<file path="src/design/wave_vertex_displace_core_macros.svh">
// assertion macros for the wave vertex displace core
// used by the top level; needs nothing else
`ifndef WAVE_VERTEX_DISPLACE_CORE_MACROS_SVH
`define WAVE_VERTEX_DISPLACE_CORE_MACROS_SVH

// same-cycle implication, checked out of reset
`define WVD_ASSERT_IMP(label, ck, rn, ante, cons) \
  label: assert property (@(posedge ck) disable iff (!rn) (ante) |-> (cons)) \
    else $error("wave vertex displace: same-cycle check failed");

// next-cycle implication, checked out of reset
`define WVD_ASSERT_NXT(label, ck, rn, ante, cons) \
  label: assert property (@(posedge ck) disable iff (!rn) (ante) |=> (cons)) \
    else $error("wave vertex displace: next-cycle check failed");

`endif

</file>
<file path="src/design/wvd_pkg.sv">
// shared types, widths, register codes and the cosine weight table builder
// for the wave vertex displace core; depends on nothing
package wvd_pkg;

  // build-time sizing
  localparam int COS_TABLE_DEPTH = 1024;
  localparam int COORD_WIDTH     = 20;
  localparam int KW              = $clog2(COS_TABLE_DEPTH);

  // fixed field widths
  localparam int GRID_W    = 17;
  localparam int CRD_W     = 20;
  localparam int SPAN_W    = 19;
  localparam int DW        = 26;
  localparam int GC_W      = GRID_W + 1;
  localparam int GCA_W     = GC_W + CRD_W;
  localparam int W_W       = 17;
  localparam int CFG_IDX_W = 3;

  // register indexes
  localparam logic [CFG_IDX_W-1:0] CFG_ORIGIN_X   = 3'd0;
  localparam logic [CFG_IDX_W-1:0] CFG_ORIGIN_Y   = 3'd1;
  localparam logic [CFG_IDX_W-1:0] CFG_SPAN_X     = 3'd2;
  localparam logic [CFG_IDX_W-1:0] CFG_SPAN_Y     = 3'd3;
  localparam logic [CFG_IDX_W-1:0] CFG_WINDOW_TOP = 3'd4;
  localparam logic [CFG_IDX_W-1:0] CFG_WAVE_AMP   = 3'd5;
  localparam logic [CFG_IDX_W-1:0] CFG_HALF_WIDTH = 3'd6;

  // cosine table arithmetic, Q30
  localparam logic [63:0]        PI_Q30  = 64'd3373259426;
  localparam logic signed [63:0] ONE_Q30 = 64'sd1073741824;

  typedef struct packed {
    logic [CRD_W-1:0]  origin_x;
    logic [CRD_W-1:0]  origin_y;
    logic [SPAN_W-1:0] span_x;
    logic [SPAN_W-1:0] span_y;
    logic [CRD_W-1:0]  window_top;
    logic [CRD_W-1:0]  wave_amp;
    logic [SPAN_W-1:0] half_width;
  } cfg_t;

  // per-vertex values carried alongside the band divider
  typedef struct packed {
    logic [DW-1:0]    ox;
    logic [DW-1:0]    oy;
    logic             band;
    logic [GCA_W-1:0] gca;
  } side_t;

  typedef struct packed {
    logic [COORD_WIDTH-1:0] pos_x;
    logic [COORD_WIDTH-1:0] pos_y;
    logic                   in_band;
  } res_t;

  typedef logic [W_W-1:0] cos_rom_t [COS_TABLE_DEPTH];

  // cosine over the first half period by truncated taylor series
  function automatic logic signed [63:0] cos_half_q30(input logic [63:0] k);
    logic [63:0]        x;
    logic [63:0]        x2;
    logic [63:0]        term;
    logic signed [63:0] sum;
    x    = (k * PI_Q30) / 64'(COS_TABLE_DEPTH);
    x2   = (x * x) >> 30;
    term = 64'(ONE_Q30);
    sum  = ONE_Q30;
    for (int n = 1; n <= 8; n++) begin
      term = ((term * x2) >> 30) / 64'((2 * n - 1) * (2 * n));
      if ((n & 1) != 0) begin
        sum = sum - $signed(term);
      end else begin
        sum = sum + $signed(term);
      end
    end
    return sum;
  endfunction

  // raised cosine weight (cos + 1) / 2 in Q1.16, clamped
  function automatic logic [W_W-1:0] cos_weight(input logic [63:0] k);
    logic signed [63:0] c;
    logic signed [63:0] w;
    if ((k << 1) <= 64'(COS_TABLE_DEPTH)) begin
      c = cos_half_q30(k);
    end else begin
      c = -cos_half_q30(64'(COS_TABLE_DEPTH) - k);
    end
    w = (ONE_Q30 + c + 64'sd16384) >>> 15;
    if (w < 0) begin
      w = 0;
    end
    if (w > 64'sd65536) begin
      w = 64'sd65536;
    end
    return w[W_W-1:0];
  endfunction

  function automatic cos_rom_t build_cos_rom();
    cos_rom_t rom;
    for (int k = 0; k < COS_TABLE_DEPTH; k++) begin
      rom[k] = cos_weight(64'(k));
    end
    return rom;
  endfunction

endpackage

</file>
<file path="src/design/wvd_map.sv">
// front stages: grid to screen mapping, wave position, distance and band test
// depends on wvd_pkg
module wvd_map (
  input  logic                     clk,
  input  logic                     rst_n,
  input  logic                     en,
  input  wvd_pkg::cfg_t            cfg,
  input  logic                     in_valid,
  input  logic [wvd_pkg::GRID_W-1:0] grid_x,
  input  logic [wvd_pkg::GRID_W-1:0] grid_y,
  input  logic [wvd_pkg::GRID_W-1:0] progress,
  output logic                     out_valid,
  output wvd_pkg::side_t           out_side,
  output logic [wvd_pkg::DW-1:0]   out_ad
);

  localparam int DW     = wvd_pkg::DW;
  localparam int PX_W   = wvd_pkg::SPAN_W + wvd_pkg::GRID_W + 1;
  localparam int SUM_W  = wvd_pkg::SPAN_W + 2;
  localparam int PWP_W  = wvd_pkg::GRID_W + SUM_W + 1;
  localparam int GC_W   = wvd_pkg::GC_W;
  localparam int GCA_W  = wvd_pkg::GCA_W;

  // stage 1: products with rounding folded in
  logic [PX_W-1:0]  px_r, py_r, px_nxt, py_nxt;
  logic [PWP_W-1:0] pw_r, pw_nxt;
  logic [SUM_W-1:0] band_span;
  logic [GC_W-1:0]  gc_r, gc_nxt;
  logic             vld1_r;

  always_comb begin
    px_nxt    = PX_W'(cfg.span_x) * PX_W'(grid_x) + PX_W'(32768);
    py_nxt    = PX_W'(cfg.span_y) * PX_W'(grid_y) + PX_W'(32768);
    band_span = SUM_W'(cfg.span_y) + (SUM_W'(cfg.half_width) << 1);
    pw_nxt    = PWP_W'(progress) * PWP_W'(band_span) + PWP_W'(32768);
    gc_nxt    = {1'b0, grid_x} - GC_W'(32768);
  end

  // stage 2: screen position, wave start and centered amplitude product
  logic [DW-1:0]    ox2_r, oy2_r, wp2_r, ox2_nxt, oy2_nxt, wp2_nxt;
  logic [GCA_W-1:0] gca2_r, gca2_nxt;
  logic             vld2_r;

  always_comb begin
    ox2_nxt  = DW'($signed(cfg.origin_x)) + DW'(px_r[PX_W-1:16]);
    oy2_nxt  = DW'($signed(cfg.origin_y)) + DW'(py_r[PX_W-1:16]);
    wp2_nxt  = DW'($signed(cfg.window_top)) - DW'(cfg.half_width)
             + DW'(pw_r[PWP_W-1:16]);
    gca2_nxt = $signed(gc_r) * $signed(cfg.wave_amp);
  end

  // stage 3: signed distance from the wave center
  logic [DW-1:0]    ox3_r, oy3_r, d3_r, d3_nxt;
  logic [GCA_W-1:0] gca3_r;
  logic             vld3_r;

  assign d3_nxt = oy2_r - wp2_r;

  // stage 4: magnitude and band test
  logic [DW-1:0] ad4_r, ad4_nxt;
  logic          band4_r, band4_nxt;
  logic [DW-1:0] ox4_r, oy4_r;
  logic [GCA_W-1:0] gca4_r;
  logic          vld4_r;

  always_comb begin
    ad4_nxt   = d3_r[DW-1] ? (DW'(0) - d3_r) : d3_r;
    band4_nxt = (cfg.half_width != '0) && (ad4_nxt < DW'(cfg.half_width));
  end

  // valid bits
  always_ff @(posedge clk) begin
    if (!rst_n) begin
      vld1_r <= 1'b0;
      vld2_r <= 1'b0;
      vld3_r <= 1'b0;
      vld4_r <= 1'b0;
    end else if (en) begin
      vld1_r <= in_valid;
      vld2_r <= vld1_r;
      vld3_r <= vld2_r;
      vld4_r <= vld3_r;
    end
  end

  // payload
  always_ff @(posedge clk) begin
    if (en) begin
      px_r    <= px_nxt;
      py_r    <= py_nxt;
      pw_r    <= pw_nxt;
      gc_r    <= gc_nxt;
      ox2_r   <= ox2_nxt;
      oy2_r   <= oy2_nxt;
      wp2_r   <= wp2_nxt;
      gca2_r  <= gca2_nxt;
      ox3_r   <= ox2_r;
      oy3_r   <= oy2_r;
      d3_r    <= d3_nxt;
      gca3_r  <= gca2_r;
      ad4_r   <= ad4_nxt;
      band4_r <= band4_nxt;
      ox4_r   <= ox3_r;
      oy4_r   <= oy3_r;
      gca4_r  <= gca3_r;
    end
  end

  assign out_valid     = vld4_r;
  assign out_ad        = ad4_r;
  assign out_side.ox   = ox4_r;
  assign out_side.oy   = oy4_r;
  assign out_side.band = band4_r;
  assign out_side.gca  = gca4_r;

endmodule

</file>
<file path="config.mk">
export PLATFORM = sky130hd
export DESIGN_NAME = wvd_map
export DESIGN_NICKNAME = d
export VERILOG_FILES = /design/src/design/wave_vertex_displace_core_macros.svh /design/src/design/wvd_pkg.sv /design/src/design/wvd_map.sv
export SDC_FILE = /design/constraint.sdc
export NUM_CORES = 2
export LEC_CHECK = 0
export BUFFER_PORTS_ARGS = -buffer_cell sky130_fd_sc_hd__clkbuf_2
export CAP_MARGIN = 30
export CORE_UTILIZATION = 35
export CTS_CLUSTER_SIZE = 24
export DETAILED_ROUTE_END_ITERATION = 7
export PLACE_DENSITY = 0.62
export SLEW_MARGIN = 20
export SYNTH_ARGS = -nofsm -noshare
export SYNTH_HDL_FRONTEND = slang
export SYNTH_SLANG_ARGS = --single-unit
</file>
<file path="constraint.sdc">
create_clock -name clk -period 9.1 [get_ports clk]
set_input_delay 0.91 -clock clk [delete_from_list [all_inputs] [get_ports clk]]
set_output_delay 0.91 -clock clk [all_outputs]
set_load 0.03 [all_outputs]
</file>
==> results_dict.tcl <==
set metrics [dict create \
    regArea_mm2 0.0125 \
    fin_ws_ns 0.464 \
    synth.distinct_cells 74 \
    numCtsBuffers 49 \
    cts_tree "built" \
    drive_gt1_frac 0.0835 \
    end_kind "register" \
    grt.overflow.total 0 \
    cts.sinks 417 \
    synth-seq-cells 417 \
    drt_iter0_drc 2721 \
    yosys_warnings 0 \
    period_share 0.949 \
    multiInputGateArea_mm2 0.0456 \
    post-route-drc-count 0 \
    layout_commonest_cell "inv_1" \
    reg2reg_depth 20 \
    die_w_um 431 \
    grt_max_degree 188 \
    wl_per_cell_um 18.2 \
    synth_top_cell_area_share 0.366 \
    worstHoldStart "gca2_r[21]" \
    synth_area_per_cell_um2 9.96 \
    syn-instance-count 6475 \
    wl_um 169000 \
    core_mm2 0.183 \
    synth_area_mm2 0.0645 \
    initial_core_util 0.352 \
    r2r_slack_ns 1.30 \
    dieArea_mm2 0.186 \
    critical_path_class "in2reg" \
    die_h_um 431 \
    max_freq_mhz 116 \
    ys_async_sr_fraction 0 \
    clk_latency_ns 0.69 \
    synth_area_leaders "fa_1 (37%), edfxtp_1 (19%), ha_1 (12%), inv_1 (8.5%), and2_1 (5.2%)" \
    drv_cap 0 \
    syn_to_final_growth_pct 10.2 \
    portBuffers 309 \
    cts_resized 0 \
    path_clk_slew_ns 0.07 \
    final_nets 8705 \
    placedInstanceArea_mm2 0.0692 \
    rr_startpoint "gc_r[6]" \
    ios 310 \
    finalHoldViolations 0 \
    routed_via_density 4.82 \
    slew_violations 0 \
    holdBufCountCts 0 \
    design_area_mm2 0.0711 \
    layout_common_cells "inv_1 (1457), fa_1 (1180), nand2_1 (885), ha_1 (609), and2_1 (531)" \
    n_fill_cell 18108 \
    cts_max_path_buffers 3 \
    hold_end "gca3_r[21]" \
    ant_nets 0 \
    finalSetupViolCount 0 \
    dp_slack_ns -0.374 \
    post_cts_buffers 0 \
    dpl.hpwl_um 134000 \
    via_count 44559 \
    synth-main-ff-cell "edfxtp_1" \
    worst_ep_arrival_time_ns 9.05 \
    worst_ep_required_time_ns 9.51 \
    synth_fp_nets 8456 \
    rows 157 \
    r2r-end "gca2_r[37]" \
    finalCriticalPeriod_ns 8.64 \
    grt_pass1_wl_um 270000 \
    worst_slew_pin_slew_ns 1.09 \
    cp_slowest_cell "fa_1" \
    dr.pass1.iters 8 \
    holdPathStages 0 \
    fin_skew_ns 0.0224 \
    critPathLaunchType "input port" \
    yosys.area.top_type "fa_1" \
    status "finished, final reports clean" \
    ctsHtreeMaxLevel 2 \
    gp_congestion 0.953 \
    antenna_found_initial 24 \
    root_buffer "clkbuf_16" \
    worstHoldPathType "reg2reg" \
    track_usage 0.186 \
    slowest_delay_ns 0.51 \
    cp_common_cell "fa_1" \
    max_slew_margin 0.277 \
    grt_pass1_vias 48528 \
    critPathMaxFanout 9 \
    synth_edf_count 413 \
    yosysSeqAreaShare 0.194 \
]
## layer usage
layer  vias up  GRT usage  share of wire
li1      20300          -              -
met1     22673      0.240           0.42
met2      1288      0.307           0.47
met3       298     0.0263          0.057
met4         0     0.0879          0.045
met5         -          0              0
## worst max-delay path: cells and delay by family
kind / cells / cell delay, ns
adder cells (fa/ha/maj): 9 / 3.49
AO/OA/AOI/OAI: 15 / 3.15
buffers and inverters: 7 / 0.82
AND/OR/NAND/NOR: 4 / 0.44
multiplexers: 1 / 0.27
## sequential cells by signal (all words and copies together) (netlist names), 25 cells and up
name    cells
gca2_r     38
out_ad     26
gca4_r     38
wp2_r      25
gca3_r     38
d3_r       26
## area by class of cell
| class | instances | share of cell area |
|---|---|---|
| Inverter | 1458 | 0.0770 |
| Sequential cell | 417 | 0.176 |
| Antenna cell | 23 | 0.000810 |
| Tap cell | 2464 | 0.0434 |
| Multi-Input combinational cell | 4352 | 0.641 |
| Clock buffer | 53 | 0.0175 |
| Timing Repair Buffer | 446 | 0.0374 |
| Clock inverter | 38 | 0.00695 |
## cells in the mapped netlist (15+ instances only)
cell type,number
nor2_1,135
o21ai_0,78
nor3_1,37
clkbuf_1,229
nand2_1,885
mux2i_1,26
fa_1,1180
xnor2_1,149
o21a_1,33
and3_1,21
ha_1,609
nor2b_1,46
nand3_1,32
xor2_1,49
a21oi_1,132
nand2b_1,71
or3_1,15
a211oi_1,16
and2_1,531
nand4_1,15
nand3b_1,15
a21o_1,71
inv_1,1457
edfxtp_1,413
## per-stage QoR
| step | std cells | util | setup TNS, ns | hold slack [ns] |
|---|---|---|---|---|
| after global placement | 9134 | 0.378 | -2.20 | 0.401 |
| after CTS | 9226 | 0.388 | 0 | 0.411 |
| final | 9251 | 0.388 | 0 | 0.412 |
| after floorplan | 6475 | - | 0 | 0.400 |
| after global routing | 9250 | 0.388 | -0.0151 | 0.414 |
| after detailed placement | 9135 | 0.378 | -3.59 | 0.405 |
## kinds of logic after synthesis
| logic type | synth area share |
|---|---|
| flops | 0.194 |
| simple gates | 0.140 |
| mux | 0.00648 |
| fa+ha+maj | 0.485 |
| xor+xnor | 0.0269 |
| compound gates | 0.0481 |
| buf+inv | 0.0998 |
## how the worst max path moves through the flow
stage	from	end	slack, ns	cells past startpoint
after floorplan	cfg[61]	pw_r[37]	0.03	35
after global placement	cfg[0]	pw_r[36]	-0.30	37
after detailed placement	cfg[0]	pw_r[37]	-0.37	37
after CTS	cfg[0]	pw_r[37]	0.33	37
after global routing	cfg[0]	pw_r[37]	-0.02	36
final	cfg[0]	pw_r[35]	0.46	36
Power is left out: the tool's default activity adds up to more than one toggle a clock period on the data nets, which glitch-free logic cannot reach.
