--- config.mk ---
export PLATFORM = sky130hd
export DESIGN_NAME = wvd_div
export DESIGN_NICKNAME = d
export VERILOG_FILES = /design/src/design/wave_vertex_displace_core_macros.svh /design/src/design/wvd_pkg.sv /design/src/design/wvd_div.sv
export SDC_FILE = /design/constraint.sdc
export NUM_CORES = 1
export LEC_CHECK = 0
export BUFFER_PORTS_ARGS = -buffer_cell sky130_fd_sc_hd__buf_2
export CORE_ASPECT_RATIO = 1.75
export CORE_MARGIN = 2
export CORE_UTILIZATION = 35
export DETAILED_ROUTE_END_ITERATION = 7
export GPL_ROUTABILITY_DRIVEN = 0
export GPL_TIMING_DRIVEN = 0
export PLACE_DENSITY = 0.61
export REMOVE_ABC_BUFFERS = 1
export SLEW_MARGIN = 20
export SYNTH_ARGS = -nofsm -noshare
export SYNTH_HDL_FRONTEND = slang
export SYNTH_SLANG_ARGS = --single-unit
--- constraint.sdc ---
create_clock -name clk -period 7.1 [get_ports clk]
set_input_delay 1.42 -clock clk [delete_from_list [all_inputs] [get_ports clk]]
set_output_delay 1.42 -clock clk [all_outputs]
set_load 0.01 [all_outputs]
--- src/design/wave_vertex_displace_core_macros.svh ---
// assertion macros for the wave vertex displace core
// used by the top level; needs nothing else
`ifndef WAVE_VERTEX_DISPLACE_CORE_MACROS_SVH
`define WAVE_VERTEX_DISPLACE_CORE_MACROS_SVH

// same-cycle implication, checked out of reset
`define WVD_ASSERT_IMP(label, ck, rn, ante, cons) \
  label: assert property (@(posedge ck) disable iff (!rn) (ante) |-> (cons)) \
    else $error("wave vertex displace: same-cycle check failed");

// next-cycle implication, checked out of reset
`define WVD_ASSERT_NXT(label, ck, rn, ante, cons) \
  label: assert property (@(posedge ck) disable iff (!rn) (ante) |=> (cons)) \
    else $error("wave vertex displace: next-cycle check failed");

`endif

--- src/design/wvd_pkg.sv ---
// shared types, widths, register codes and the cosine weight table builder
// for the wave vertex displace core; depends on nothing
package wvd_pkg;

  // build-time sizing
  localparam int COS_TABLE_DEPTH = 1024;
  localparam int COORD_WIDTH     = 20;
  localparam int KW              = $clog2(COS_TABLE_DEPTH);

  // fixed field widths
  localparam int GRID_W    = 17;
  localparam int CRD_W     = 20;
  localparam int SPAN_W    = 19;
  localparam int DW        = 26;
  localparam int GC_W      = GRID_W + 1;
  localparam int GCA_W     = GC_W + CRD_W;
  localparam int W_W       = 17;
  localparam int CFG_IDX_W = 3;

  // register indexes
  localparam logic [CFG_IDX_W-1:0] CFG_ORIGIN_X   = 3'd0;
  localparam logic [CFG_IDX_W-1:0] CFG_ORIGIN_Y   = 3'd1;
  localparam logic [CFG_IDX_W-1:0] CFG_SPAN_X     = 3'd2;
  localparam logic [CFG_IDX_W-1:0] CFG_SPAN_Y     = 3'd3;
  localparam logic [CFG_IDX_W-1:0] CFG_WINDOW_TOP = 3'd4;
  localparam logic [CFG_IDX_W-1:0] CFG_WAVE_AMP   = 3'd5;
  localparam logic [CFG_IDX_W-1:0] CFG_HALF_WIDTH = 3'd6;

  // cosine table arithmetic, Q30
  localparam logic [63:0]        PI_Q30  = 64'd3373259426;
  localparam logic signed [63:0] ONE_Q30 = 64'sd1073741824;

  typedef struct packed {
    logic [CRD_W-1:0]  origin_x;
    logic [CRD_W-1:0]  origin_y;
    logic [SPAN_W-1:0] span_x;
    logic [SPAN_W-1:0] span_y;
    logic [CRD_W-1:0]  window_top;
    logic [CRD_W-1:0]  wave_amp;
    logic [SPAN_W-1:0] half_width;
  } cfg_t;

  // per-vertex values carried alongside the band divider
  typedef struct packed {
    logic [DW-1:0]    ox;
    logic [DW-1:0]    oy;
    logic             band;
    logic [GCA_W-1:0] gca;
  } side_t;

  typedef struct packed {
    logic [COORD_WIDTH-1:0] pos_x;
    logic [COORD_WIDTH-1:0] pos_y;
    logic                   in_band;
  } res_t;

  typedef logic [W_W-1:0] cos_rom_t [COS_TABLE_DEPTH];

  // cosine over the first half period by truncated taylor series
  function automatic logic signed [63:0] cos_half_q30(input logic [63:0] k);
    logic [63:0]        x;
    logic [63:0]        x2;
    logic [63:0]        term;
    logic signed [63:0] sum;
    x    = (k * PI_Q30) / 64'(COS_TABLE_DEPTH);
    x2   = (x * x) >> 30;
    term = 64'(ONE_Q30);
    sum  = ONE_Q30;
    for (int n = 1; n <= 8; n++) begin
      term = ((term * x2) >> 30) / 64'((2 * n - 1) * (2 * n));
      if ((n & 1) != 0) begin
        sum = sum - $signed(term);
      end else begin
        sum = sum + $signed(term);
      end
    end
    return sum;
  endfunction

  // raised cosine weight (cos + 1) / 2 in Q1.16, clamped
  function automatic logic [W_W-1:0] cos_weight(input logic [63:0] k);
    logic signed [63:0] c;
    logic signed [63:0] w;
    if ((k << 1) <= 64'(COS_TABLE_DEPTH)) begin
      c = cos_half_q30(k);
    end else begin
      c = -cos_half_q30(64'(COS_TABLE_DEPTH) - k);
    end
    w = (ONE_Q30 + c + 64'sd16384) >>> 15;
    if (w < 0) begin
      w = 0;
    end
    if (w > 64'sd65536) begin
      w = 64'sd65536;
    end
    return w[W_W-1:0];
  endfunction

  function automatic cos_rom_t build_cos_rom();
    cos_rom_t rom;
    for (int k = 0; k < COS_TABLE_DEPTH; k++) begin
      rom[k] = cos_weight(64'(k));
    end
    return rom;
  endfunction

endpackage

--- src/design/wvd_div.sv ---
// pipelined restoring divider: table index = distance * depth / half width
// one quotient bit per stage; depends on wvd_pkg
module wvd_div (
  input  logic                       clk,
  input  logic                       rst_n,
  input  logic                       en,
  input  logic [wvd_pkg::SPAN_W-1:0] hw,
  input  logic                       in_valid,
  input  wvd_pkg::side_t             in_side,
  input  logic [wvd_pkg::DW-1:0]     in_ad,
  output logic                       out_valid,
  output wvd_pkg::side_t             out_side,
  output logic [wvd_pkg::KW-1:0]     out_k
);

  localparam int KW = wvd_pkg::KW;
  localparam int HW = wvd_pkg::SPAN_W;
  localparam int NW = HW + KW;

  logic [HW-1:0]      rem_r  [KW];
  logic [KW-1:0]      rest_r [KW];
  logic [KW-1:0]      quo_r  [KW+1];
  wvd_pkg::side_t     side_r [KW+1];
  logic               vld_r  [KW+1];

  // prep: numerator; outside the band the remainder starts at zero
  logic [HW-1:0] ad_in;
  logic [NW-1:0] num;

  always_comb begin
    ad_in = in_side.band ? in_ad[HW-1:0] : '0;
    num   = NW'(ad_in) * NW'(wvd_pkg::COS_TABLE_DEPTH);
  end

  always_ff @(posedge clk) begin
    if (!rst_n) begin
      vld_r[0] <= 1'b0;
    end else if (en) begin
      vld_r[0] <= in_valid;
    end
  end

  always_ff @(posedge clk) begin
    if (en) begin
      rem_r[0]  <= num[NW-1:KW];
      rest_r[0] <= num[KW-1:0];
      quo_r[0]  <= '0;
      side_r[0] <= in_side;
    end
  end

  // one compare and subtract per stage
  for (genvar s = 1; s <= KW; s++) begin : g_step
    logic [HW:0]   trial;
    logic          take;
    logic [KW-1:0] quo_nxt;

    always_comb begin
      trial   = {rem_r[s-1], rest_r[s-1][KW-1]};
      take    = (trial >= {1'b0, hw});
      quo_nxt = {quo_r[s-1][KW-2:0], take};
    end

    always_ff @(posedge clk) begin
      if (!rst_n) begin
        vld_r[s] <= 1'b0;
      end else if (en) begin
        vld_r[s] <= vld_r[s-1];
      end
    end

    always_ff @(posedge clk) begin
      if (en) begin
        quo_r[s]  <= quo_nxt;
        side_r[s] <= side_r[s-1];
      end
    end

    if (s < KW) begin : g_rem
      logic [HW-1:0] rem_nxt;

      assign rem_nxt = take ? HW'(trial - {1'b0, hw}) : trial[HW-1:0];

      always_ff @(posedge clk) begin
        if (en) begin
          rem_r[s]  <= rem_nxt;
          rest_r[s] <= {rest_r[s-1][KW-2:0], 1'b0};
        end
      end
    end
  end

  assign out_valid = vld_r[KW];
  assign out_side  = side_r[KW];
  assign out_k     = quo_r[KW];

endmodule

==> results.txt, run 1 <==
----------------------------------------------------
[Route]
  Routed wire per std cell ... 16.4 um
  Total number of vias ... 23400
  Detailed-router iteration count before antenna repair ... 4
  DRC violation count after routing ... 0
  Total wirelength of the detailed-routed design ... 80.7 mm
  Number of nets still failing antenna checks after routing ... 0
  Via-per-instance ratio ... 4.75
  Detailed router's first-iteration violation count ... 1630

[Worst setup path]
  Crit path kind ... input pin to flop
  Worst-case register-to-register setup slack ... 2.98 ns
  Type of element launching the critical path ... input pin
  Maximum fanout along the worst path ... 24
  Worst Setup End Kind ... flop
  Data arrival at the endpoint of the critical path ... 5.57 ns
  Endpoint required time on the critical path ... 7.55 ns

[Logic synthesis]
  Cell types with the highest counts after synthesis ... sky130_fd_sc_hd__edfxtp_1 (1256), sky130_fd_sc_hd__ha_1 (189), sky130_fd_sc_hd__a21oi_1 (151)
  Cell types with the largest area share after synthesis ... sky130_fd_sc_hd__edfxtp_1 (78%), sky130_fd_sc_hd__ha_1 (4.9%), sky130_fd_sc_hd__mux2_2 (2.0%), sky130_fd_sc_hd__a21oi_1 (1.6%), sky130_fd_sc_hd__xnor2_1 (1.5%)
  Library cell with the highest instance count after synthesis ... sky130_fd_sc_hd__edfxtp_1
  Fraction of the mapped netlist area in compound gates ... 0.0683
  Number of synthesized register bits ... 1257
  Warnings from Yosys ... 0
  Syn Std Cell Area ... 48300 sq um
  Fraction of synthesized cell area taken by the top area cell type ... 0.781
  Primary FF master, synth ... sky130_fd_sc_hd__edfxtp_1
  Number of enable-type register cells in the synthesized netlist ... 1256
  Post-synthesis share of cell area spent on and, or, nand and nor gates ... 0.0391
  Distinct cells, synth ... 73
  Mux cell area share after synthesis ... 0.0265
  Number of instances in the synthesized netlist ... 2682
  Mean instance size in the synthesized netlist ... 18.0 sq um
  Share of synthesized area occupied by flip-flops and latches ... 0.781
  Largest area contributor in the synthesized netlist ... sky130_fd_sc_hd__edfxtp_1
  Share of flip-flops with an asynchronous set or reset ... 0
  Post-synthesis adder-cell area fraction ... 0.0527
  Combinational family with the most area after synthesis ... compound AO/OA/AOI/OAI gates
  Synth Area in XOR/XNOR ... 0.0239

[Global route]
  Total Routing Usage GR ... 0.113
  Overflow after GRT ... 0
  Number of antenna violations at the first check in global routing ... 19
  First-pass GRT wire length ... 127 mm
  Via count of the first global-routing pass ... 24300
  Maximum number of pins on one net before global-route repair ... 150

[Timing]
  Tightest Pin Transition ... 1.08 ns
  Final sum of negative setup slack ... 0 ns
  Number of setup violations in the final report ... 0
  Period minus WS final ... 5.12 ns
  Maximum frequency from static timing analysis ... 0.195 GHz
  Number of hold violations in the final report ... 0
  Worst clock skew on the final layout ... 0.0195 ns
  Ratio of final minimum period to clock period ... 0.721
  Final slew viol count ... 0
  RSZ-0062 raised after global routing ... no
  Minimum hold slack ... 0.409 ns
  Normalized max-slew margin ... 0.277

[Power and ir drop]
  Leakage ... 20.2 nW
  Worst voltage drop across the vdd grid ... 0.000219 V
  Power density cells ... 371 nW/um^2

[Clock network]
  Maximum clock insertion buffer count ... 3
  Clock input transition at the sequential cells of the worst setup and hold paths ... 0.06 ns
  Post-CTS sizing ... 0
  Number of buffers added by the clock tree synthesis step ... 116
  CTS tree ... done
  Setup Buffers After CTS ... 0
  Number of sinks driven by the clock tree ... 1257
  Max H-tree Level ... 3
  Source-to-sink clock delay at the later pin of the worst-skew pair ... 0.70 ns
  Clock Tree Root ... sky130_fd_sc_hd__clkbuf_16
  Hold bufs inserted after CTS ... 0

[Cells and area]
  Final layout net count ... 3345
  Utilization of the core after routing ... 0.408
  Post-Layout Inst Area ... 55900 sq um
  Filler Cells Inserted ... 12200
  Multi-input combinational cell area ... 10200 sq um
  Fraction of layout cells with a size suffix above 1 ... 0.181
  Area growth, synth to finish ... 15.8%
  Flip-flop and latch area ... 37700 sq um

[Floorplan]
  FP Rows ... 180
  # IOs ... 242
  Effective utilization at floorplan ... 0.352
  Die Ht ... 495 um
  Die Footprint ... 141000 sq um
  Core area ... 137000 sq um
  Die X ... 285 um

[Min path]
  Class of the worst hold path ... flop to flop

[Placed design]
  Placed wire-length estimate after detailed placement ... 50.7 mm
  Number of buffer cells added on primary ports ... 234
  Placed Area ... 51900 sq um

[Job]
  Reported max-cap violation count ... 0

[Run status]
  Status ... finished, final reports clean

----------------------------------------------------
[layout by cell type (no fill, tap or decap), drive strengths merged, types with 10 or more instances in the layout]
cell type  synthesis  routed
edfxtp          1256    1256
clkinvlp           0      10
nor2             104     104
mux2             104     104
o21ai            106     106
nand3             38      38
a21oi            153     153
bufinv             0      19
o21a              25      25
nand2b            19      19
xnor2             81      81
o211ai            11      11
a21o              77      77
a211oi            17      17
buf                8     248
nand2             84      84
clkinv             0      52
and3              26      26
and2              29      29
nor2b             17      17
clkbuf            33     128
inv               57      66
nor3              18      18
a31oi             14      14
xor2              51      51
nand4             18      18
ha               189     189
o21bai            26      26
[flip-flops by register name, summed over array words and instances, names as in the netlist]
register,flops
side_r,1001
quo_r,55
rem_r,190
vld_r,11
[worst max-delay path, stage by stage]
cell and delay [ns]:
sky130_fd_sc_hd__buf_2 0.28, sky130_fd_sc_hd__inv_2 0.33, sky130_fd_sc_hd__fa_1 0.59, sky130_fd_sc_hd__a211o_1 0.34, sky130_fd_sc_hd__a21oi_1 0.30, sky130_fd_sc_hd__o211ai_1 0.23, sky130_fd_sc_hd__a21oi_1 0.37, sky130_fd_sc_hd__a211oi_1 0.13
sky130_fd_sc_hd__o21ai_1 0.59, sky130_fd_sc_hd__nand2_2 0.51, sky130_fd_sc_hd__mux2_1 0.45
[final cells by class]
type                    instances  share of cell area
flip-flops and latches       1257               0.675
multi-input cells            1327               0.182
clock buffers                 128              0.0531
well taps                    1820              0.0407
repair buffers                248              0.0271
clock inverters                90              0.0184
inverters                      57             0.00383
diodes                          2           0.0000895
[path summary, 6_finish.rpt]
path                                  start                 endpoint  cells after the start
setup / recovery                      hw[0]   rem_r[1][17]$_DFFE_PP_                     11
hold / removal      side_r[5][37]$_DFFE_PP_  side_r[6][37]$_DFFE_PP_                      0
setup reg to reg  rem_r[0][0]$_SDFFCE_PN0P_   rem_r[1][17]$_DFFE_PP_                      9
hold reg to reg     side_r[5][37]$_DFFE_PP_  side_r[6][37]$_DFFE_PP_                      0
[per-stage QoR]
stage / instances / power (mW) / setup WS [ns]
finish: 4929 / 20.8 / 1.98
global route: 4927 / 21.9 / 1.79
CTS: 4927 / 21.1 / 1.66
detailed placement: 4709 / 14.4 / 0.874
global placement: 4695 / 14.5 / -16.40
floorplan: 2641 / 13.1 / 2.27
[routing by layer]
layer / GRT usage / up-vias / share of wire
met5: 0 / - / 0.0027
met4: 0.0609 / 32 / 0.046
met3: 0.0361 / 240 / 0.065
met2: 0.188 / 550 / 0.48
met1: 0.129 / 11400 / 0.41
li1: - / 11200 / -
[power breakdown]
part	total, mW	internal (mW)	switching, mW
logic	4.59	2.12	2.47
registers	9.64	9.33	0.302
clock network	6.53	3.73	2.80
total	20.8	15.2	5.57
[cells by family after synthesis]
family                     count (synthesis)
DFF                                     1257
AOI/OAI and AO/OA                        506
and+or+nand+nor                          383
adders and majority gates                198
xor gates and xnor gates                 132
muxes                                    108
buffers and inverters                     98
Note: power is estimated with default switching activity, not from simulation.
==> inputs of run 2 (changes only) <==
Clock period 7.1 ns to 4.8 ns, I/O delays scaled along.
==> run 2 against run 1 <==
Register-to-register slack worse by 2.1 ns. Global-route usage hardly changed. Sequential power is 48% higher. Power is 48% higher. Critical path type unchanged.
==> results.txt, run 2 (synthesized netlist as in run 1, its figures left out) <==
----------------------------------------------------
[Min path]
  End of the worst hold path ... side_r[6][37]$_DFFE_PP_
  Hold path start ... side_r[5][37]$_DFFE_PP_
  Class of the worst hold path ... flop to flop
  Hold Path Stages ... 0 (unchanged)

[Power and ir drop]
  Worst voltage drop across the vdd grid ... 0.000323 V (+48%)
  Leakage ... 20.2 nW (about the same)
  Power density cells ... 549 nW/um^2 (+48%)

[Timing]
  Minimum hold slack ... 0.409 ns (-0.000380 ns)
  Final slew viol count ... 0 (unchanged)
  Ratio of final minimum period to clock period ... 0.924
  Period minus WS final ... 4.43 ns
  RSZ-0062 raised after global routing ... no
  Normalized max-slew margin ... 0.266 (-0.0107)
  Worst clock skew on the final layout ... 0.0186 ns (-0.000921 ns)
  Number of setup violations in the final report ... 0 (unchanged)
  Maximum frequency from static timing analysis ... 0.226 GHz
  Tightest Pin Transition ... 1.10 ns (+0.0161 ns)
  Number of hold violations in the final report ... 0 (unchanged)

[Global route]
  Number of antenna violations at the first check in global routing ... 19 (unchanged)
  Via count of the first global-routing pass ... 24300 (-0.0041%)
  First-pass GRT wire length ... 127 mm (about the same)
  Overflow after GRT ... 0 (unchanged)
  Maximum number of pins on one net before global-route repair ... 150 (unchanged)
  Total Routing Usage GR ... 0.113 (+0.000141)

[Cells and area]
  Most flops, register ... side_r
  Filler Cells Inserted ... 12200 (-0.016%)
  Area growth, synth to finish ... 15.9% (about the same)
  Most used cells in the layout excluding fill and tap cells ... sky130_fd_sc_hd__edfxtp_1 (1256), sky130_fd_sc_hd__buf_2 (233), sky130_fd_sc_hd__ha_1 (189)
  Biggest registers after layout ... side_r (1001), rem_r (190), quo_r (55)
  Flip-flop count of the largest register, all copies and words added ... 1001 (unchanged)
  Fraction of layout cells with a size suffix above 1 ... 0.182 (+0.00137)
  Most frequent standard cell in the layout excluding fill and tap cells ... sky130_fd_sc_hd__edfxtp_1
  Count of placed standard cells in the final layout, fillers left out ... 4933 (+0.081%)
  Final layout net count ... 3349 (+0.12%)

[Worst setup path]
  Worst-case register-to-register setup slack ... 0.93 ns (-2.05 ns)
  Combined buffer and inverter count along the critical path ... 3 (+1)
  Data arrival at the endpoint of the critical path ... 4.89 ns (-0.68 ns)
  Maximum fanout along the worst path ... 18 (-25%)
  Endpoint required time on the critical path ... 5.25 ns (-2.30 ns)
  Terminus of the critical flop-to-flop path ... rem_r[1][17]$_DFFE_PP_
  Crit-path slowest cell ... sky130_fd_sc_hd__fa_1
  Worst Setup End Kind ... flop
  Category of cells accounting for the largest share of critical-path delay ... compound AO/OA/AOI/OAI gates
  Worst path cell trace ... buf_2, clkinvlp_4, buf_4, fa_1, a211o_1, a21oi_1, o211ai_1, a21oi_1, a211oi_1, o21ai_2, nand2_2, mux2_1
  Critical R2R Launch ... rem_r[0][0]$_SDFFCE_PN0P_
  Critical path's largest stage delay ... 0.49 ns (-0.10 ns)
  Crit path top cell by count ... sky130_fd_sc_hd__a21oi_1
  Type of element launching the critical path ... input pin
  Worst-case reg-to-reg path depth ... 9 (unchanged)
  Crit path kind ... input pin to flop

[Route]
  Total wirelength of the detailed-routed design ... 80.9 mm (+0.21%)
  Routed wire per std cell ... 16.4 um (+0.13%)
  Total number of vias ... 23400 (+0.094%)
  Detailed router's first-iteration violation count ... 1510 (-7.4%)
  Via-per-instance ratio ... 4.75 (about the same)
  DRC violation count after routing ... 0 (unchanged)
  Detailed-router iteration count before antenna repair ... 5 (+1)
  Number of nets still failing antenna checks after routing ... 0 (unchanged)

[Clock network]
  Clock input transition at the sequential cells of the worst setup and hold paths ... 0.06 ns (about the same)
  Max H-tree Level ... 3 (unchanged)
  Source-to-sink clock delay at the later pin of the worst-skew pair ... 0.70 ns (about the same)
  Number of sinks driven by the clock tree ... 1257 (unchanged)
  Clock Tree Root ... sky130_fd_sc_hd__clkbuf_16
  CTS tree ... done
  Number of buffers added by the clock tree synthesis step ... 116 (unchanged)
  Hold bufs inserted after CTS ... 0 (unchanged)
  Maximum clock insertion buffer count ... 3 (unchanged)

[Placed design]
  Placed cell count ... 4709 (unchanged)
  Placed wire-length estimate after detailed placement ... 50.7 mm (unchanged)
  Number of buffer cells added on primary ports ... 234 (unchanged)

[Floorplan]
  Die X ... 285 um (unchanged)
  # IOs ... 242 (unchanged)
  Effective utilization at floorplan ... 0.352 (unchanged)
  Die Ht ... 495 um (unchanged)
  Die Footprint ... 141000 sq um (unchanged)
  Core area ... 137000 sq um (unchanged)
  FP Rows ... 180 (unchanged)

[Job]
  Reported max-cap violation count ... 0 (unchanged)

[Run status]
  Status ... finished, final reports clean

----------------------------------------------------
==> run 2: repair_timing <==
action / in CTS / in global routing
resized for setup: 2 / 0
gates cloned: 1 / 0
buffers inserted: 0 / 3
endpoints found under the setup margin: 19 / 7
==> run 2: metal layers <==
metal,wire [um],vias to the layer above,GRT usage
met5,217,-,0
met1,33100,11400,0.130
met3,5130,244,0.0358
met4,3710,32,0.0608
li1,-,11200,-
met2,38700,533,0.188
==> run 2: layout make-up <==
cell class,instances,area [sq um],share of cell area
timing repair inverter,1,5.00,0.0000894
clock buffer,128,2970,0.0530
sequential,1257,37700,0.674
multi-input combinational,1327,10200,0.182
inverter,57,218,0.00389
timing repair buffer,251,1540,0.0275
antenna,2,5.00,0.0000894
clock inverter,90,1030,0.0184
tap,1820,2280,0.0407
==> run 2: where the power goes <==
part	switching (mW)	internal [mW]	total [mW]
clock network	4.13	5.52	9.66
registers	0.448	13.8	14.3
logic	3.65	3.14	6.79
total	8.24	22.5	30.7
==> run 2: worst max-delay path by stage <==
stage               start                     end  slack [ns]  cells after the start
floorplan           hw[0]   rem_r[3][1]$_DFFE_PP_        0.43                      9
global placement       en   vld_r[0][1]$_DFFE_PP_      -18.24                      2
detailed placement  hw[0]  rem_r[1][17]$_DFFE_PP_       -0.97                     11
CTS                 hw[0]   rem_r[3][6]$_DFFE_PP_        0.02                     12
global route        hw[1]   rem_r[3][3]$_DFFE_PP_        0.14                     12
finish              hw[0]  rem_r[1][17]$_DFFE_PP_        0.37                     12
==> run 2: worst reg2reg max path: stages, from the launching register on <==
cell and delay (ns):
sky130_fd_sc_hd__edfxtp_1 0.44, sky130_fd_sc_hd__fa_1 0.47, sky130_fd_sc_hd__a211o_1 0.35, sky130_fd_sc_hd__a21oi_1 0.30
sky130_fd_sc_hd__o211ai_1 0.23, sky130_fd_sc_hd__a21oi_1 0.37, sky130_fd_sc_hd__a211oi_1 0.15, sky130_fd_sc_hd__o21ai_2 0.40
sky130_fd_sc_hd__nand2_2 0.43, sky130_fd_sc_hd__mux2_1 0.46
==> run 2: stage by stage <==
| stage | total power [mW] | utilization | setup TNS (ns) | area (sq um) | setup slack [ns] |
|---|---|---|---|---|---|
| 6_report | 30.7 | 0.408 | 0 | 56000 | 0.367 |
| 4_1_cts | 31.2 | 0.408 | 0 | 55900 | 0.0234 |
| 5_1_grt | 32.4 | 0.408 | 0 | 56000 | 0.137 |
| 3_5_place_dp | 21.2 | 0.379 | -64.04 | 51900 | -0.966 |
| 3_3_place_gp | 21.4 | 0.376 | - | 51600 | -18.24 |
| 2_1_floorplan | 19.4 | - | 0 | 48100 | 0.432 |
==> inputs of run 3 (changes only) <==
Settings changed: MAX_ROUTING_LAYER set to met4.
==> run 3 against run 2 <==
Register-to-register slack worse by 0.03 ns. Sequential power hardly changed. Maximum frequency is 0.11% higher.
==> results.txt, run 3 (synthesized netlist as in run 1, its figures left out) <==
----------------------------------------------------
[Cells and area]
  Area growth, synth to finish ... 16.0% (about the same)
  Final layout net count ... 3349 (unchanged)
  Biggest registers after layout ... side_r (1001), rem_r (190), quo_r (55)
  Filler Cells Inserted ... 12200 (-0.016%)
  Flip-flop count of the largest register, all copies and words added ... 1001 (unchanged)
  Post-Layout Inst Area ... 56000 sq um (about the same)
  Most flops, register ... side_r
  Most used cells in the layout excluding fill and tap cells ... sky130_fd_sc_hd__edfxtp_1 (1256), sky130_fd_sc_hd__buf_2 (233), sky130_fd_sc_hd__ha_1 (189)
  Fraction of layout cells with a size suffix above 1 ... 0.182 (unchanged)
  Most frequent standard cell in the layout excluding fill and tap cells ... sky130_fd_sc_hd__edfxtp_1

[Worst setup path]
  Critical path's largest stage delay ... 0.49 ns (about the same)
  Crit path top cell by count ... sky130_fd_sc_hd__a21oi_1
  Number of logic stages on the critical path including buffering ... 12 (unchanged)
  Maximum fanout along the worst path ... 18 (unchanged)
  Worst Setup End Kind ... flop
  Crit-path slowest cell ... sky130_fd_sc_hd__fa_1
  Combined buffer and inverter count along the critical path ... 3 (unchanged)
  Category of cells accounting for the largest share of critical-path delay ... compound AO/OA/AOI/OAI gates
  Worst-case reg-to-reg path depth ... 10 (+1)
  Worst path cell trace ... buf_2, clkinvlp_4, buf_4, fa_1, a211o_1, a21oi_1, o211ai_1, a21oi_1, a211oi_1, o21ai_2, nand2_2, mux2_1
  Data arrival at the endpoint of the critical path ... 4.88 ns (about the same)
  Worst-case register-to-register setup slack ... 0.90 ns (-0.03 ns)
  Critical Path End ... rem_r[1][17]$_DFFE_PP_
  Terminus of the critical flop-to-flop path ... rem_r[3][1]$_DFFE_PP_
  Endpoint required time on the critical path ... 5.26 ns (about the same)
  Type of element launching the critical path ... input pin
  Launching element of the worst setup path ... hw[0]
  Crit path kind ... input pin to flop
  Critical R2R Launch ... rem_r[2][0]$_SDFFCE_PN0P_

[Global route]
  Total Routing Usage GR ... 0.117 (+0.00355)
  Via count of the first global-routing pass ... 24300 (-0.21%)
  Maximum number of pins on one net before global-route repair ... 150 (unchanged)
  First-pass GRT wire length ... 127 mm (+0.14%)
  Number of antenna violations at the first check in global routing ... 19 (unchanged)
  Overflow after GRT ... 0 (unchanged)

[Timing]
  Period minus WS final ... 4.43 ns (-0.00486 ns)
  Ratio of final minimum period to clock period ... 0.923 (-0.00101)
  Final slew viol count ... 0 (unchanged)
  RSZ-0062 raised after global routing ... no
  Post-layout worst setup margin ... 0.372 ns (+0.00486 ns)
  Worst clock skew on the final layout ... 0.0195 ns (+0.000877 ns)
  Tightest Pin Transition ... 1.10 ns (+0.00130 ns)
  Number of setup violations in the final report ... 0 (unchanged)
  Normalized max-slew margin ... 0.265 (-0.000864)
  Number of hold violations in the final report ... 0 (unchanged)
  Maximum frequency from static timing analysis ... 0.226 GHz (+0.11%)

[Placed design]
  Worst slack, placed ... -0.966 ns (unchanged)
  Placed Area ... 51900 sq um (unchanged)
  Number of buffer cells added on primary ports ... 234 (unchanged)
  Placed wire-length estimate after detailed placement ... 50.7 mm (unchanged)

[Floorplan]
  Die X ... 285 um (unchanged)
  Effective utilization at floorplan ... 0.352 (unchanged)
  # IOs ... 242 (unchanged)
  Core area ... 137000 sq um (unchanged)
  Die Ht ... 495 um (unchanged)
  Die Footprint ... 141000 sq um (unchanged)
  FP Rows ... 180 (unchanged)

[Route]
  DRC violation count after routing ... 0 (unchanged)
  Via-per-instance ratio ... 4.73 (-0.47%)
  Total number of vias ... 23400 (-0.15%)
  Detailed router's first-iteration violation count ... 1576 (+4.4%)
  Detailed-router iteration count before antenna repair ... 5 (unchanged)
  Number of nets still failing antenna checks after routing ... 0 (unchanged)
  Total wirelength of the detailed-routed design ... 81.1 mm (+0.27%)
  Routed wire per std cell ... 16.4 um (about the same)

[Power and ir drop]
  Leakage ... 20.2 nW (about the same)
  Worst voltage drop across the vdd grid ... 0.000319 V (-1.4%)
  Power density cells ... 549 nW/um^2 (about the same)

[Run status]
  Status ... finished, final reports clean

[Clock network]
  Source-to-sink clock delay at the later pin of the worst-skew pair ... 0.71 ns (about the same)
  Hold bufs inserted after CTS ... 0 (unchanged)
  Number of sinks driven by the clock tree ... 1257 (unchanged)
  CTS tree ... done
  Clock Tree Root ... sky130_fd_sc_hd__clkbuf_16
  Max H-tree Level ... 3 (unchanged)
  Maximum clock insertion buffer count ... 3 (unchanged)
  Clock input transition at the sequential cells of the worst setup and hold paths ... 0.06 ns (about the same)
  Number of buffers added by the clock tree synthesis step ... 116 (unchanged)

[Min path]
  Hold path start ... side_r[5][37]$_DFFE_PP_
  Class of the worst hold path ... flop to flop

[Job]
  Reported max-cap violation count ... 0 (unchanged)

----------------------------------------------------
[run 3: area by class of cell]
class,count,area (sq um),area share
flip-flops and latches,1257,37700,0.674
multi-input cells,1327,10200,0.182
clock buffers,128,2970,0.0530
well taps,1820,2280,0.0407
repair buffers,251,1540,0.0275
clock inverters,90,1030,0.0184
inverters,57,218,0.00389
diodes,18,45.0,0.000804
repair inverters,1,5.00,0.0000894
[run 3: repair_timing]
action	4_1_cts	5_1_grt
buffers inserted	0	3
gates cloned	1	0
setup endpoints to repair	19	6
resized for setup	2	0
[run 3: worst min path at each step]
stage / slack [ns] / cells past startpoint / end
after floorplan: 0.40 / 0 / quo_r[10][1]$_DFFE_PP_
after global placement: 0.40 / 0 / side_r[5][9]$_DFFE_PP_
after detailed placement: 0.40 / 0 / quo_r[6][3]$_DFFE_PP_
after CTS: 0.34 / 1 / side_r[0][75]$_DFFE_PP_
after global routing: 0.37 / 1 / side_r[0][69]$_DFFE_PP_
final: 0.41 / 0 / side_r[6][37]$_DFFE_PP_
[run 3: report_power, final]
group / total [mW] / switching, mW / leakage, nW / internal, mW
combinational: 6.79 / 3.65 / 5.99 / 3.14
sequential: 14.3 / 0.447 / 12.3 / 13.8
clock: 9.68 / 4.16 / 1.94 / 5.52
[run 3: per-layer routing]
layer | share of wire | track usage
met4 | 0.045 | 0.0607
met2 | 0.48 | 0.188
met5 | 0 | -
met3 | 0.066 | 0.0357
met1 | 0.41 | 0.130
[run 3: per-stage QoR]
step                setup TNS, ns  utilization  hold WS [ns]  total power [mW]  std cells
detailed placement         -64.04        0.379         0.405              21.2       4709
global placement                -        0.376         0.400              21.4       4695
floorplan                       0            -         0.400              19.4       2641
global route                    0        0.408         0.370              32.4       4949
finish                          0        0.408         0.407              30.7       4949
CTS                             0        0.408         0.339              31.2       4928
